==> config.mk <==
export PLATFORM = sky130hd
export DESIGN_NAME = ordered_key_value_table
export DESIGN_NICKNAME = d
export VERILOG_FILES = /design/src/rtl/okvt_pkg.sv /design/src/rtl/ordered_key_value_table.sv /design/src/rtl/okvt_ram.sv /design/src/rtl/okvt_dp.sv /design/src/rtl/okvt_ctrl.sv
export SDC_FILE = /design/constraint.sdc
export NUM_CORES = 2
export LEC_CHECK = 0
export BUFFER_PORTS_ARGS = -buffer_cell sky130_fd_sc_hd__buf_2
export CAP_MARGIN = 20
export CORE_ASPECT_RATIO = 1.5
export CORE_UTILIZATION = 35
export DETAILED_ROUTE_END_ITERATION = 10
export SLEW_MARGIN = 30
export SYNTH_ARGS = -nofsm -noshare
export SYNTH_HDL_FRONTEND = slang
export SYNTH_SLANG_ARGS = --single-unit
==> constraint.sdc <==
create_clock -name i_clk -period 14.96 [get_ports i_clk]
set_input_delay 0 -clock i_clk [delete_from_list [all_inputs] [get_ports i_clk]]
set_output_delay 0 -clock i_clk [all_outputs]
set_load 0.01 [all_outputs]
==> src/rtl/okvt_pkg.sv <==
// Shared types and codes for the ordered key/value table.
`timescale 1ns / 1ps
`default_nettype none

package okvt_pkg;

    localparam int KEY_W = 64;
    localparam int VAL_W = 64;
    localparam int OP_W  = 3;
    localparam int LIVE_OUT_W = 5;

    localparam logic [OP_W-1:0] OP_SET = 3'd0;
    localparam logic [OP_W-1:0] OP_GET = 3'd1;
    localparam logic [OP_W-1:0] OP_HAS = 3'd2;
    localparam logic [OP_W-1:0] OP_DEL = 3'd3;
    localparam logic [OP_W-1:0] OP_CLR = 3'd4;

    // controller -> datapath
    typedef struct packed {
        logic latch;        // take the input item
        logic clr_idx;      // restart scan at slot 0
        logic inc_idx;      // next slot
        logic commit_hit;   // act on matched slot
        logic commit_miss;  // act with no match (append, full, clear, unknown)
        logic load_out;     // move result into output register
    } t_cmd;

    // datapath -> controller
    typedef struct packed {
        logic scan_needed;  // input op looks up and table has slots
        logic hit;          // slot read back is live and matches
        logic last;         // current slot is the last used one
    } t_status;

endpackage

`default_nettype wire

==> src/rtl/ordered_key_value_table.sv <==
// Top level of the insertion-ordered key/value table with tombstones.
//
//   channel  | handshake                 | payload
//   ---------+---------------------------+----------------------------------------
//   input    | i_in_valid / o_in_ready   | i_operation, i_key, i_value
//   output   | o_out_valid / i_out_ready | o_found, o_read_value, o_live_count,
//            |                           | o_table_full
//
// Flow: one item at a time. Clear, unknown codes and lookups on an empty
//   table skip the scan and commit as a miss. A lookup scans the slots in use
//   (at most CAPACITY) in order and stops at the first live match; the scan
//   reads the slots one at a time through the registered read port of the
//   key and value RAMs.
// Reset: synchronous, active low; clears the fill count, the live count, the
//   controller and the output valid. The RAMs are not cleared: only slots
//   below the fill count are ever read, and each of those was written.
// Stalls: the result sits in an output register; a new item is taken once the
//   previous result has moved there, even while it waits on i_out_ready.
`timescale 1ns / 1ps
`default_nettype none

module ordered_key_value_table
    import okvt_pkg::*;
#(
    parameter int CAPACITY = 16
) (
    input  wire logic                    i_clk,
    input  wire logic                    i_rst_n,
    input  wire logic                    i_in_valid,
    output logic                         o_in_ready,
    input  wire logic [OP_W-1:0]         i_operation,
    input  wire logic signed [KEY_W-1:0] i_key,
    input  wire logic signed [VAL_W-1:0] i_value,
    output logic                         o_out_valid,
    input  wire logic                    i_out_ready,
    output logic                         o_found,
    output logic signed [VAL_W-1:0]      o_read_value,
    output logic [LIVE_OUT_W-1:0]        o_live_count,
    output logic                         o_table_full
);

    t_cmd    w_cmd;
    t_status w_status;

    // sequencing: accept, scan slots in order, commit, hand off result
    okvt_ctrl u_ctrl (
        .i_clk       (i_clk),
        .i_rst_n     (i_rst_n),
        .i_in_valid  (i_in_valid),
        .o_in_ready  (o_in_ready),
        .o_out_valid (o_out_valid),
        .i_out_ready (i_out_ready),
        .i_status    (w_status),
        .o_cmd       (w_cmd)
    );

    // stores, counters, compare and result registers
    okvt_dp #(.CAPACITY(CAPACITY)) u_dp (
        .i_clk        (i_clk),
        .i_rst_n      (i_rst_n),
        .i_cmd        (w_cmd),
        .o_status     (w_status),
        .i_operation  (i_operation),
        .i_key        (i_key),
        .i_value      (i_value),
        .o_found      (o_found),
        .o_read_value (o_read_value),
        .o_live_count (o_live_count),
        .o_table_full (o_table_full)
    );

endmodule

`default_nettype wire

==> src/rtl/okvt_ram.sv <==
// Generic single-write, single-read RAM with registered read data.
`timescale 1ns / 1ps
`default_nettype none

module okvt_ram #(
    parameter int WIDTH = 64,
    parameter int DEPTH = 16
) (
    input  wire logic                     i_clk,
    input  wire logic                     i_wen,
    input  wire logic [$clog2(DEPTH)-1:0] i_waddr,
    input  wire logic [WIDTH-1:0]         i_wdata,
    input  wire logic [$clog2(DEPTH)-1:0] i_raddr,
    output logic      [WIDTH-1:0]         o_rdata
);

    logic [WIDTH-1:0] r_mem [DEPTH];

    always_ff @(posedge i_clk) begin
        if (i_wen) begin
            r_mem[i_waddr] <= i_wdata;
        end
        o_rdata <= r_mem[i_raddr];
    end

endmodule

`default_nettype wire

==> src/rtl/okvt_dp.sv <==
// Datapath: operand latch, slot scan index, counters, stores and result registers.
`timescale 1ns / 1ps
`default_nettype none

module okvt_dp
    import okvt_pkg::*;
#(
    parameter int CAPACITY = 16
) (
    input  wire logic                     i_clk,
    input  wire logic                     i_rst_n,
    input  wire t_cmd                     i_cmd,
    output t_status                       o_status,
    input  wire logic [OP_W-1:0]          i_operation,
    input  wire logic signed [KEY_W-1:0]  i_key,
    input  wire logic signed [VAL_W-1:0]  i_value,
    output logic                          o_found,
    output logic signed [VAL_W-1:0]       o_read_value,
    output logic [LIVE_OUT_W-1:0]         o_live_count,
    output logic                          o_table_full
);

    localparam int IDX_W = $clog2(CAPACITY);
    localparam int CNT_W = $clog2(CAPACITY + 1);

    logic [OP_W-1:0]         r_op;
    logic signed [KEY_W-1:0] r_key;
    logic signed [VAL_W-1:0] r_value;
    logic [IDX_W-1:0]        r_idx;
    logic [CNT_W-1:0]        r_slots, n_slots;
    logic [CNT_W-1:0]        r_live, n_live;
    logic                    r_found;
    logic [VAL_W-1:0]        r_rd;
    logic                    r_full;

    logic [KEY_W:0]          w_kdata;   // {tombstone, key}
    logic [VAL_W-1:0]        w_vdata;
    logic                    w_key_wen, w_val_wen;
    logic [IDX_W-1:0]        w_waddr;
    logic                    w_has_room;
    logic                    w_is_lookup;
    logic [31:0]             w_live_ext;

    assign w_is_lookup = (i_operation == OP_SET) || (i_operation == OP_GET)
                      || (i_operation == OP_HAS) || (i_operation == OP_DEL);
    assign w_has_room  = (r_slots != CNT_W'(CAPACITY));

    assign o_status.scan_needed = w_is_lookup && (r_slots != '0);
    assign o_status.hit  = !w_kdata[KEY_W] && (w_kdata[KEY_W-1:0] == r_key);
    assign o_status.last = ((CNT_W'(r_idx) + CNT_W'(1)) == r_slots);

    // store writes: hit updates in place, miss appends at the fill count
    always_comb begin
        w_key_wen = 1'b0;
        w_val_wen = 1'b0;
        w_waddr   = r_slots[IDX_W-1:0];
        if (i_cmd.commit_hit) begin
            w_waddr   = r_idx;
            w_key_wen = (r_op == OP_DEL);
            w_val_wen = (r_op == OP_SET);
        end else if (i_cmd.commit_miss && r_op == OP_SET && w_has_room) begin
            w_key_wen = 1'b1;
            w_val_wen = 1'b1;
        end
    end

    okvt_ram #(.WIDTH(KEY_W + 1), .DEPTH(CAPACITY)) u_key_ram (
        .i_clk   (i_clk),
        .i_wen   (w_key_wen),
        .i_waddr (w_waddr),
        .i_wdata ({i_cmd.commit_hit, r_key}),
        .i_raddr (r_idx),
        .o_rdata (w_kdata)
    );

    okvt_ram #(.WIDTH(VAL_W), .DEPTH(CAPACITY)) u_val_ram (
        .i_clk   (i_clk),
        .i_wen   (w_val_wen),
        .i_waddr (w_waddr),
        .i_wdata (r_value),
        .i_raddr (r_idx),
        .o_rdata (w_vdata)
    );

    always_comb begin
        n_slots = r_slots;
        n_live  = r_live;
        if (i_cmd.commit_hit && r_op == OP_DEL && r_live != '0) begin
            n_live = r_live - CNT_W'(1);
        end else if (i_cmd.commit_miss) begin
            if (r_op == OP_CLR) begin
                n_slots = '0;
                n_live  = '0;
            end else if (r_op == OP_SET && w_has_room) begin
                n_slots = r_slots + CNT_W'(1);
                n_live  = r_live + CNT_W'(1);
            end
        end
    end

    always_ff @(posedge i_clk) begin
        if (!i_rst_n) begin
            r_slots <= '0;
            r_live  <= '0;
            r_idx   <= '0;
        end else begin
            r_slots <= n_slots;
            r_live  <= n_live;
            if (i_cmd.clr_idx) begin
                r_idx <= '0;
            end else if (i_cmd.inc_idx) begin
                r_idx <= r_idx + IDX_W'(1);
            end
        end
    end

    assign w_live_ext = 32'(r_live);

    always_ff @(posedge i_clk) begin
        if (i_cmd.latch) begin
            r_op    <= i_operation;
            r_key   <= i_key;
            r_value <= i_value;
        end
        if (i_cmd.commit_hit) begin
            r_found <= 1'b1;
            r_rd    <= (r_op == OP_GET) ? w_vdata : '0;
            r_full  <= 1'b0;
        end else if (i_cmd.commit_miss) begin
            r_found <= 1'b0;
            r_rd    <= '0;
            r_full  <= (r_op == OP_SET) && !w_has_room;
        end
        if (i_cmd.load_out) begin
            o_found      <= r_found;
            o_read_value <= r_rd;
            o_live_count <= w_live_ext[LIVE_OUT_W-1:0];
            o_table_full <= r_full;
        end
    end

endmodule

`default_nettype wire

==> src/rtl/okvt_ctrl.sv <==
// Controller: sequences accept, slot scan, commit and result handoff.
`timescale 1ns / 1ps
`default_nettype none

module okvt_ctrl
    import okvt_pkg::*;
(
    input  wire logic    i_clk,
    input  wire logic    i_rst_n,
    input  wire logic    i_in_valid,
    output logic         o_in_ready,
    output logic         o_out_valid,
    input  wire logic    i_out_ready,
    input  wire t_status i_status,
    output t_cmd         o_cmd
);

    typedef enum logic [4:0] {
        S_IDLE = 5'b00001,
        S_REQ  = 5'b00010,
        S_CHK  = 5'b00100,
        S_MISS = 5'b01000,
        S_EMIT = 5'b10000
    } t_state;

    t_state r_state, n_state;
    logic   r_out_valid, n_out_valid;
    logic   w_out_free;

    assign w_out_free  = !r_out_valid || i_out_ready;
    assign o_in_ready  = (r_state == S_IDLE);
    assign o_out_valid = r_out_valid;

    always_comb begin
        n_state = r_state;
        o_cmd   = '0;
        case (r_state)
            S_IDLE: begin
                if (i_in_valid) begin
                    o_cmd.latch   = 1'b1;
                    o_cmd.clr_idx = 1'b1;
                    n_state = i_status.scan_needed ? S_REQ : S_MISS;
                end
            end
            S_REQ: begin
                n_state = S_CHK;
            end
            S_CHK: begin
                if (i_status.hit) begin
                    o_cmd.commit_hit = 1'b1;
                    n_state = S_EMIT;
                end else if (i_status.last) begin
                    n_state = S_MISS;
                end else begin
                    o_cmd.inc_idx = 1'b1;
                    n_state = S_REQ;
                end
            end
            S_MISS: begin
                o_cmd.commit_miss = 1'b1;
                n_state = S_EMIT;
            end
            S_EMIT: begin
                if (w_out_free) begin
                    o_cmd.load_out = 1'b1;
                    n_state = S_IDLE;
                end
            end
            default: begin
                n_state = S_IDLE;
            end
        endcase
    end

    always_comb begin
        n_out_valid = r_out_valid;
        if (o_cmd.load_out) begin
            n_out_valid = 1'b1;
        end else if (i_out_ready) begin
            n_out_valid = 1'b0;
        end
    end

    always_ff @(posedge i_clk) begin
        if (!i_rst_n) begin
            r_state     <= S_IDLE;
            r_out_valid <= 1'b0;
        end else begin
            r_state     <= n_state;
            r_out_valid <= n_out_valid;
        end
    end

endmodule

`default_nettype wire

### After elaboration in Yosys (flattened, before gate mapping)

Memory sizes are Yosys's and may differ from the RTL's. A register that Yosys moved wholly into a read port is not among the register bits.
Cells that the tools add are included.

* bits in registers: 288
* memory bits (writable): 2064
* memories kept: 2

Memory list
* u_dp.u_key_ram.r_mem: words 16, width 65, rd ports 1, clocked after Yosys merged registers in 1, write ports 1, RTL line okvt_ram.sv:17 `logic [WIDTH-1:0] r_mem [DEPTH];`
* u_dp.u_val_ram.r_mem: words 16, width 64, rd ports 1, clocked after Yosys merged registers in 1, write ports 1, RTL line okvt_ram.sv:17

* $add $sub $neg: 5
* equality and inequality tests: 16
* mux-type cells: 34
* bitwise gates (word level): 2
* reduce and logical (&&, ||, !) cells: 28

Operators by type and width (count)
* $mux W64: 3
* $eq A64 B64 Y1: 1
* $mux W5: 9
* $pmux W5 S5: 1
* $mux W1: 15
* $mux W4: 3
* $add A5 B1 Y5 const B: 2
* $reduce_bool A5 Y1: 2
* $eq A3 B2 Y1 const B: 3
* $logic_and A1 B1 Y1: 8
* $reduce_bool A2 Y1: 4
* $eq A3 B1 Y1 const B: 2
* $logic_not A3 Y1: 2
* $mux W2: 3
* $add A4 B1 Y5 const B: 1
* $eq A5 B1 Y1 const B: 1
* $eq A5 B2 Y1 const B: 1
* $eq A5 B3 Y1 const B: 1
* $eq A5 B4 Y1 const B: 1
* $eq A5 B5 Y1: 1
* $eq A5 B5 Y1 const B: 1
* $ne A5 B5 Y1 const B: 1
* $sub A5 B1 Y5 const B: 1
* $add A4 B1 Y4 const B: 1
* other kinds (10): 17

### Logic depth before layout (Yosys ltp)

* word-level depth: 9
* mapped depth: 11
* mapped depth without buffers: 9

### By module

A second synthesis with hierarchy kept.

* cell total of the unflattened synthesis: 3948
* area total of the unflattened synthesis: 90556.9 µm²

By module, submodules not included
* okvt_ram (u_dp.u_key_ram): instances 1, cells an instance 1673, area each 40243.6 µm², seq. area each 32531.2 µm²
* okvt_ram (u_dp.u_val_ram): instances 1, cells an instance 1647, area each 39581.7 µm², seq. area each 32030.7 µm²
* okvt_dp: instances 1, cells an instance 572, area each 10224.8 µm², seq. area each 8308.0 µm²
* okvt_ctrl: instances 1, cells an instance 56, area each 506.7 µm², seq. area each 120.1 µm²

### Worst setup path after synthesis

Ideal clock, no wire load.

* kind: register to register
* start point: reg u_dp.r_key[42]
* end point: mem u_dp.u_key_ram.r_mem[15][0] (netlist bit), enable pin
* setup time: 0.568 ns
* arrival: 7.338 ns
* data required time: 14.392 ns
* setup slack: 7.055 ns
* stages on the path, launching flop included: 9
* period minus slack after synthesis: 7.905 ns
* path through: edfxtp_1 xnor2_1 o21ai_1 or4_1 or4_1 buf_2 nor4_4 mux2_2 nor3_1

* cells in the longest elaborated chain, start to end: 7
* elaborated cells on any way between the ends: 8
* classes of those cells: 1 x eq/ne; 6 x mux; 1 x reduce/logical

RTL lines
* start, declared: RTL line okvt_dp.sv:27 `logic signed [KEY_W-1:0] r_key;`
* start signal, assigned: RTL line okvt_dp.sv:122 `r_key <= i_key;`
* $eq A64 B64 Y1 (*): RTL line okvt_dp.sv:49 `assign o_status.hit = !w_kdata[KEY_W] && (w_kdata[KEY_W-1:0] == r_key);`
* $logic_and A1 B1 Y1 (*): RTL line okvt_dp.sv:49
* $mux W1 (*): RTL line okvt_ctrl.sv:49 `if (i_status.hit) begin`
* $mux W2 (*): RTL line okvt_ctrl.sv:37 `case (r_state)`
* $mux W1: RTL line okvt_dp.sv:57 `if (i_cmd.commit_hit) begin`
* $mux W1: RTL line okvt_ram.sv:20 `if (i_wen) begin`
* $mux W1 (not written as such): RTL line okvt_ram.sv:21 `r_mem[i_waddr] <= i_wdata;`
* end, declared: RTL line okvt_ram.sv:17

Mark *: on every way between the ends. The rest lies on a longest branch, timed or not.

### Final worst setup path

* start point: reg u_dp.r_key[60]
* end point: mem u_dp.u_key_ram.r_mem[12][21] (netlist bit), enable pin

The elaborated chain is that of the path after synthesis.

==> results.json <==
{
  "drive_above_1_share_pct": 29.7,
  "path_class": "reg -> reg",
  "yosysWarnings": 0,
  "cts_buffer_depth": 4,
  "multiInputGateArea_sq_um": 17200,
  "timing.rr.start": "u_dp.r_key[60]$_DFFE_PP_",
  "die_h_microns": 625,
  "finalSetupTns_ns": 0,
  "clk_pin_slew_ns": 0.06,
  "post-route-drc-count": 0,
  "cp-start-kind": "flip-flop",
  "cts_setup_buffers": 0,
  "finalSetupViolations": 0,
  "async_flop_share_pct": 0,
  "syn_inst": 3709,
  "worstMarginPinSlew_ns": 1.00,
  "p_switching_uw": 2800,
  "crit_path_start": "u_dp.r_key[60]$_DFFE_PP_",
  "ys_top_cells_by_area": "edfxtp_1, mux4_2, dfxtp_1",
  "slew_viol_final": 0,
  "clkPwrFrac_pct": 43.7,
  "routed_wl_microns": 211000,
  "pre_cts_ws_ns": 8.68,
  "grt_max_degree": 101,
  "hold_slack_ns": 0.0151,
  "seq_area_sq_um": 73000,
  "wl_per_cell_microns": 26.4,
  "drv_cap": 0,
  "post_cts_resized": 0,
  "grt_pass1_vias": 43200,
  "clock-sinks": 2481,
  "clock_latency_ns": 0.92,
  "gp_congestion": 0.774,
  "yosysUniqueCellTypes": 63,
  "grt_pass1_wl_microns": 306000,
  "crit_path_end_kind": "flip-flop",
  "synth_nets": 3849,
  "dr_total_vias": 40500,
  "routed_via_density": 5.05,
  "final_util_pct": 41.8,
  "rrSetupSlack_ns": 8.75,
  "fin_ws_ns": 8.75,
  "drt_iter0_markers": 3650,
  "die_area_sq_um": 261000,
  "hold_viol": 0,
  "synth_ff_type": "edfxtp_1",
  "final_antenna_net_count": 0,
  "fill_cells": 22400,
  "r2r_end": "u_dp.u_key_ram.r_mem[12][21]$_DFFE_PP_",
  "seq_power_share_pct": 55.2,
  "post-route-period-util_pct": 41.5,
  "min_from": "i_key[0]",
  "status": "completed",
  "whs_path_depth": 2,
  "cp.required_ns": 15.44,
  "min_period_ns": 6.21,
  "p_leak_uw": 0.0330,
  "area_growth_pct": 18.6,
  "slew_headroom_pct": 32.7,
  "die_x_microns": 418,
  "yosysTopAreaCell": "edfxtp_1",
  "ys_seq_area_share_pct": 80.5,
  "nNetsFinal": 4502,
  "coreArea_sq_um": 257000,
  "drt-pass1-iter-count": 7,
  "gr-usage-all-layers_pct": 16.1,
  "skew_ns": 0.0917,
  "antenna_found_initial": 15,
  "holdPathEnd": "u_dp.r_key[0]$_DFFE_PP_",
  "ys_ff_latch": 2481,
  "synth_top_area_share_pct": 77.2,
  "critPathMaxFanout": 43,
  "initial_core_util_pct": 35.2,
  "hp-class": "in -> reg",
  "dp_hpwl_microns": 117000,
  "numCtsBuffers": 241,
  "syn_avg_cell_area_sq_um": 24.4,
  "port_buffers": 207,
  "worstPathArrival_ns": 6.69,
  "io_pins": 208,
  "power_density_nw_per_um2": 131,
  "rows": 228,
  "rr_worst_depth": 8,
  "cts_tree": "yes",
  "power_uw": 14100,
  "syn_area_sq_um": 90600,
  "peakVddDrop_uv": 98.8,
  "grt_setup_unrepaired": "no",
  "root_buffer": "clkbuf_16",
  "p_sw_share_pct": 19.8,
  "globalRouteOverflowTotal": 0,
  "fmax_mhz": 161,
  "p_int_uw": 11300,
  "share_comb_of_total_power_pct": 1.1,
  "htreeDepth": 4,
  "cts_hold_buffers": 266,
  "synth_edf_count": 2330
}
==> worst max-delay path by stage <==
stage                                                         to  slack, ns  depth (start not counted)
after floorplan            u_dp.u_key_ram.r_mem[15][0]$_DFFE_PP_       7.05                          8
after global placement    u_dp.u_val_ram.r_mem[13][44]$_DFFE_PP_       8.85                          7
after detailed placement   u_dp.u_key_ram.r_mem[13][9]$_DFFE_PP_       8.68                          8
after CTS                  u_dp.u_key_ram.r_mem[13][9]$_DFFE_PP_       8.62                          8
after global routing      u_dp.u_key_ram.r_mem[12][21]$_DFFE_PP_       8.56                          8
final                     u_dp.u_key_ram.r_mem[12][21]$_DFFE_PP_       8.75                          8
==> cell usage after synthesis, drive strengths merged (6+ instances only) <==
cell type / number
nand3: 11
buf: 55
edfxtp: 2330
a21oi: 29
nor4: 9
o21ai: 7
xnor2: 36
and2: 67
o22ai: 6
xor2: 16
mux2i: 17
mux4: 632
nor2: 52
clkbuf: 111
nand4: 10
a211oi: 15
dfxtp: 151
inv: 24
a31oi: 6
nor2b: 32
nand2: 16
nor3: 13
==> metal layers <==
layer  wire length (microns)  global-route usage (%)  vias to the layer above
met1                   83300                    20.5                    21900
li1                        -                       -                    17100
met4                    4580                    4.15                        0
met3                   10300                    1.93                      288
met5                       0                       0                        -
met2                  113000                    29.0                     1159
==> kinds of logic after synthesis <==
kind of cell | share of synthesized area (%)
DFF | 80.5
muxes | 15.9
and+or+nand+nor | 1.49
buffers and inverters | 0.808
AOI/OAI and AO/OA | 0.693
xor gates and xnor gates | 0.502
adders and majority gates | 0.0690
==> cell type report <==
cell class / instances / share of cell area, %
Tap cell: 3450 / 4.02
Sequential cell: 2481 / 67.9
Timing Repair Buffer: 576 / 4.52
Clock buffer: 324 / 6.12
Multi-Input combinational cell: 1037 / 16.0
Clock inverter: 116 / 1.32
Antenna cell: 2 / 0.00466
Inverter: 25 / 0.0873
==> power by group through the flow <==
stage	clock network, uW	registers [uW]	logic, uW
after floorplan	0	7890	32.1
after global placement	0	7930	106
after detailed placement	0	7940	107
after CTS	6280	7790	163
after global routing	6530	7800	168
final	6160	7790	157
==> state kept, by name (all words and copies together), names as in the netlist, 3 cells and up <==
register and count:
u_dp.r_slots 5, u_dp.r_rd 64, u_dp.u_val_ram.o_rdata 64, u_dp.o_read_value 64, u_dp.r_value 64, u_dp.u_key_ram.r_mem 1040
u_dp.u_val_ram.r_mem 1024, u_dp.r_idx 4, u_dp.r_key 64, u_dp.r_live 5, u_ctrl.r_state 5, u_dp.o_live_count 5
u_dp.u_key_ram.o_rdata 65, u_dp.r_op 3
==> layout by cell type (no fill, tap or decap), types with 9 or more instances in the layout <==
| cell type | instances |
|---|---|
| mux4_2 | 632 |
| dfxtp_1 | 147 |
| a211oi_1 | 15 |
| xor2_1 | 16 |
| clkinvlp_4 | 9 |
| nor2_4 | 28 |
| clkinv_2 | 37 |
| nand3_1 | 11 |
| buf_4 | 76 |
| a21oi_1 | 29 |
| nand2_1 | 16 |
| dlygate4sd3_1 | 266 |
| and2_1 | 66 |
| nor2_1 | 24 |
| xnor2_1 | 36 |
| clkbuf_8 | 19 |
| clkbuf_16 | 243 |
| nor2b_1 | 31 |
| inv_1 | 24 |
| bufinv_16 | 28 |
| nand4_1 | 10 |
| edfxtp_1 | 2330 |
| mux2i_1 | 14 |
| buf_16 | 14 |
| clkbuf_1 | 62 |
| buf_2 | 207 |
| clkinv_1 | 22 |
==> critical path, stage by stage (launching register included) <==
cell,delay [ns]
edfxtp_1,0.61
xnor2_1,0.75
nand4_1,0.21
nor4_1,0.52
nand4_1,0.51
nor4_4,0.89
mux2_2,0.59
nor2_4,0.77
buf_4,0.84
==> stage by stage <==
stage	area, sq um	std cells
2_1_floorplan	90600	3709
3_3_place_gp	96300	7285
3_5_place_dp	96600	7294
4_1_cts	107000	8000
5_1_grt	107000	8010
6_report	107000	8011
Note: power is estimated with default switching activity, not from simulation.
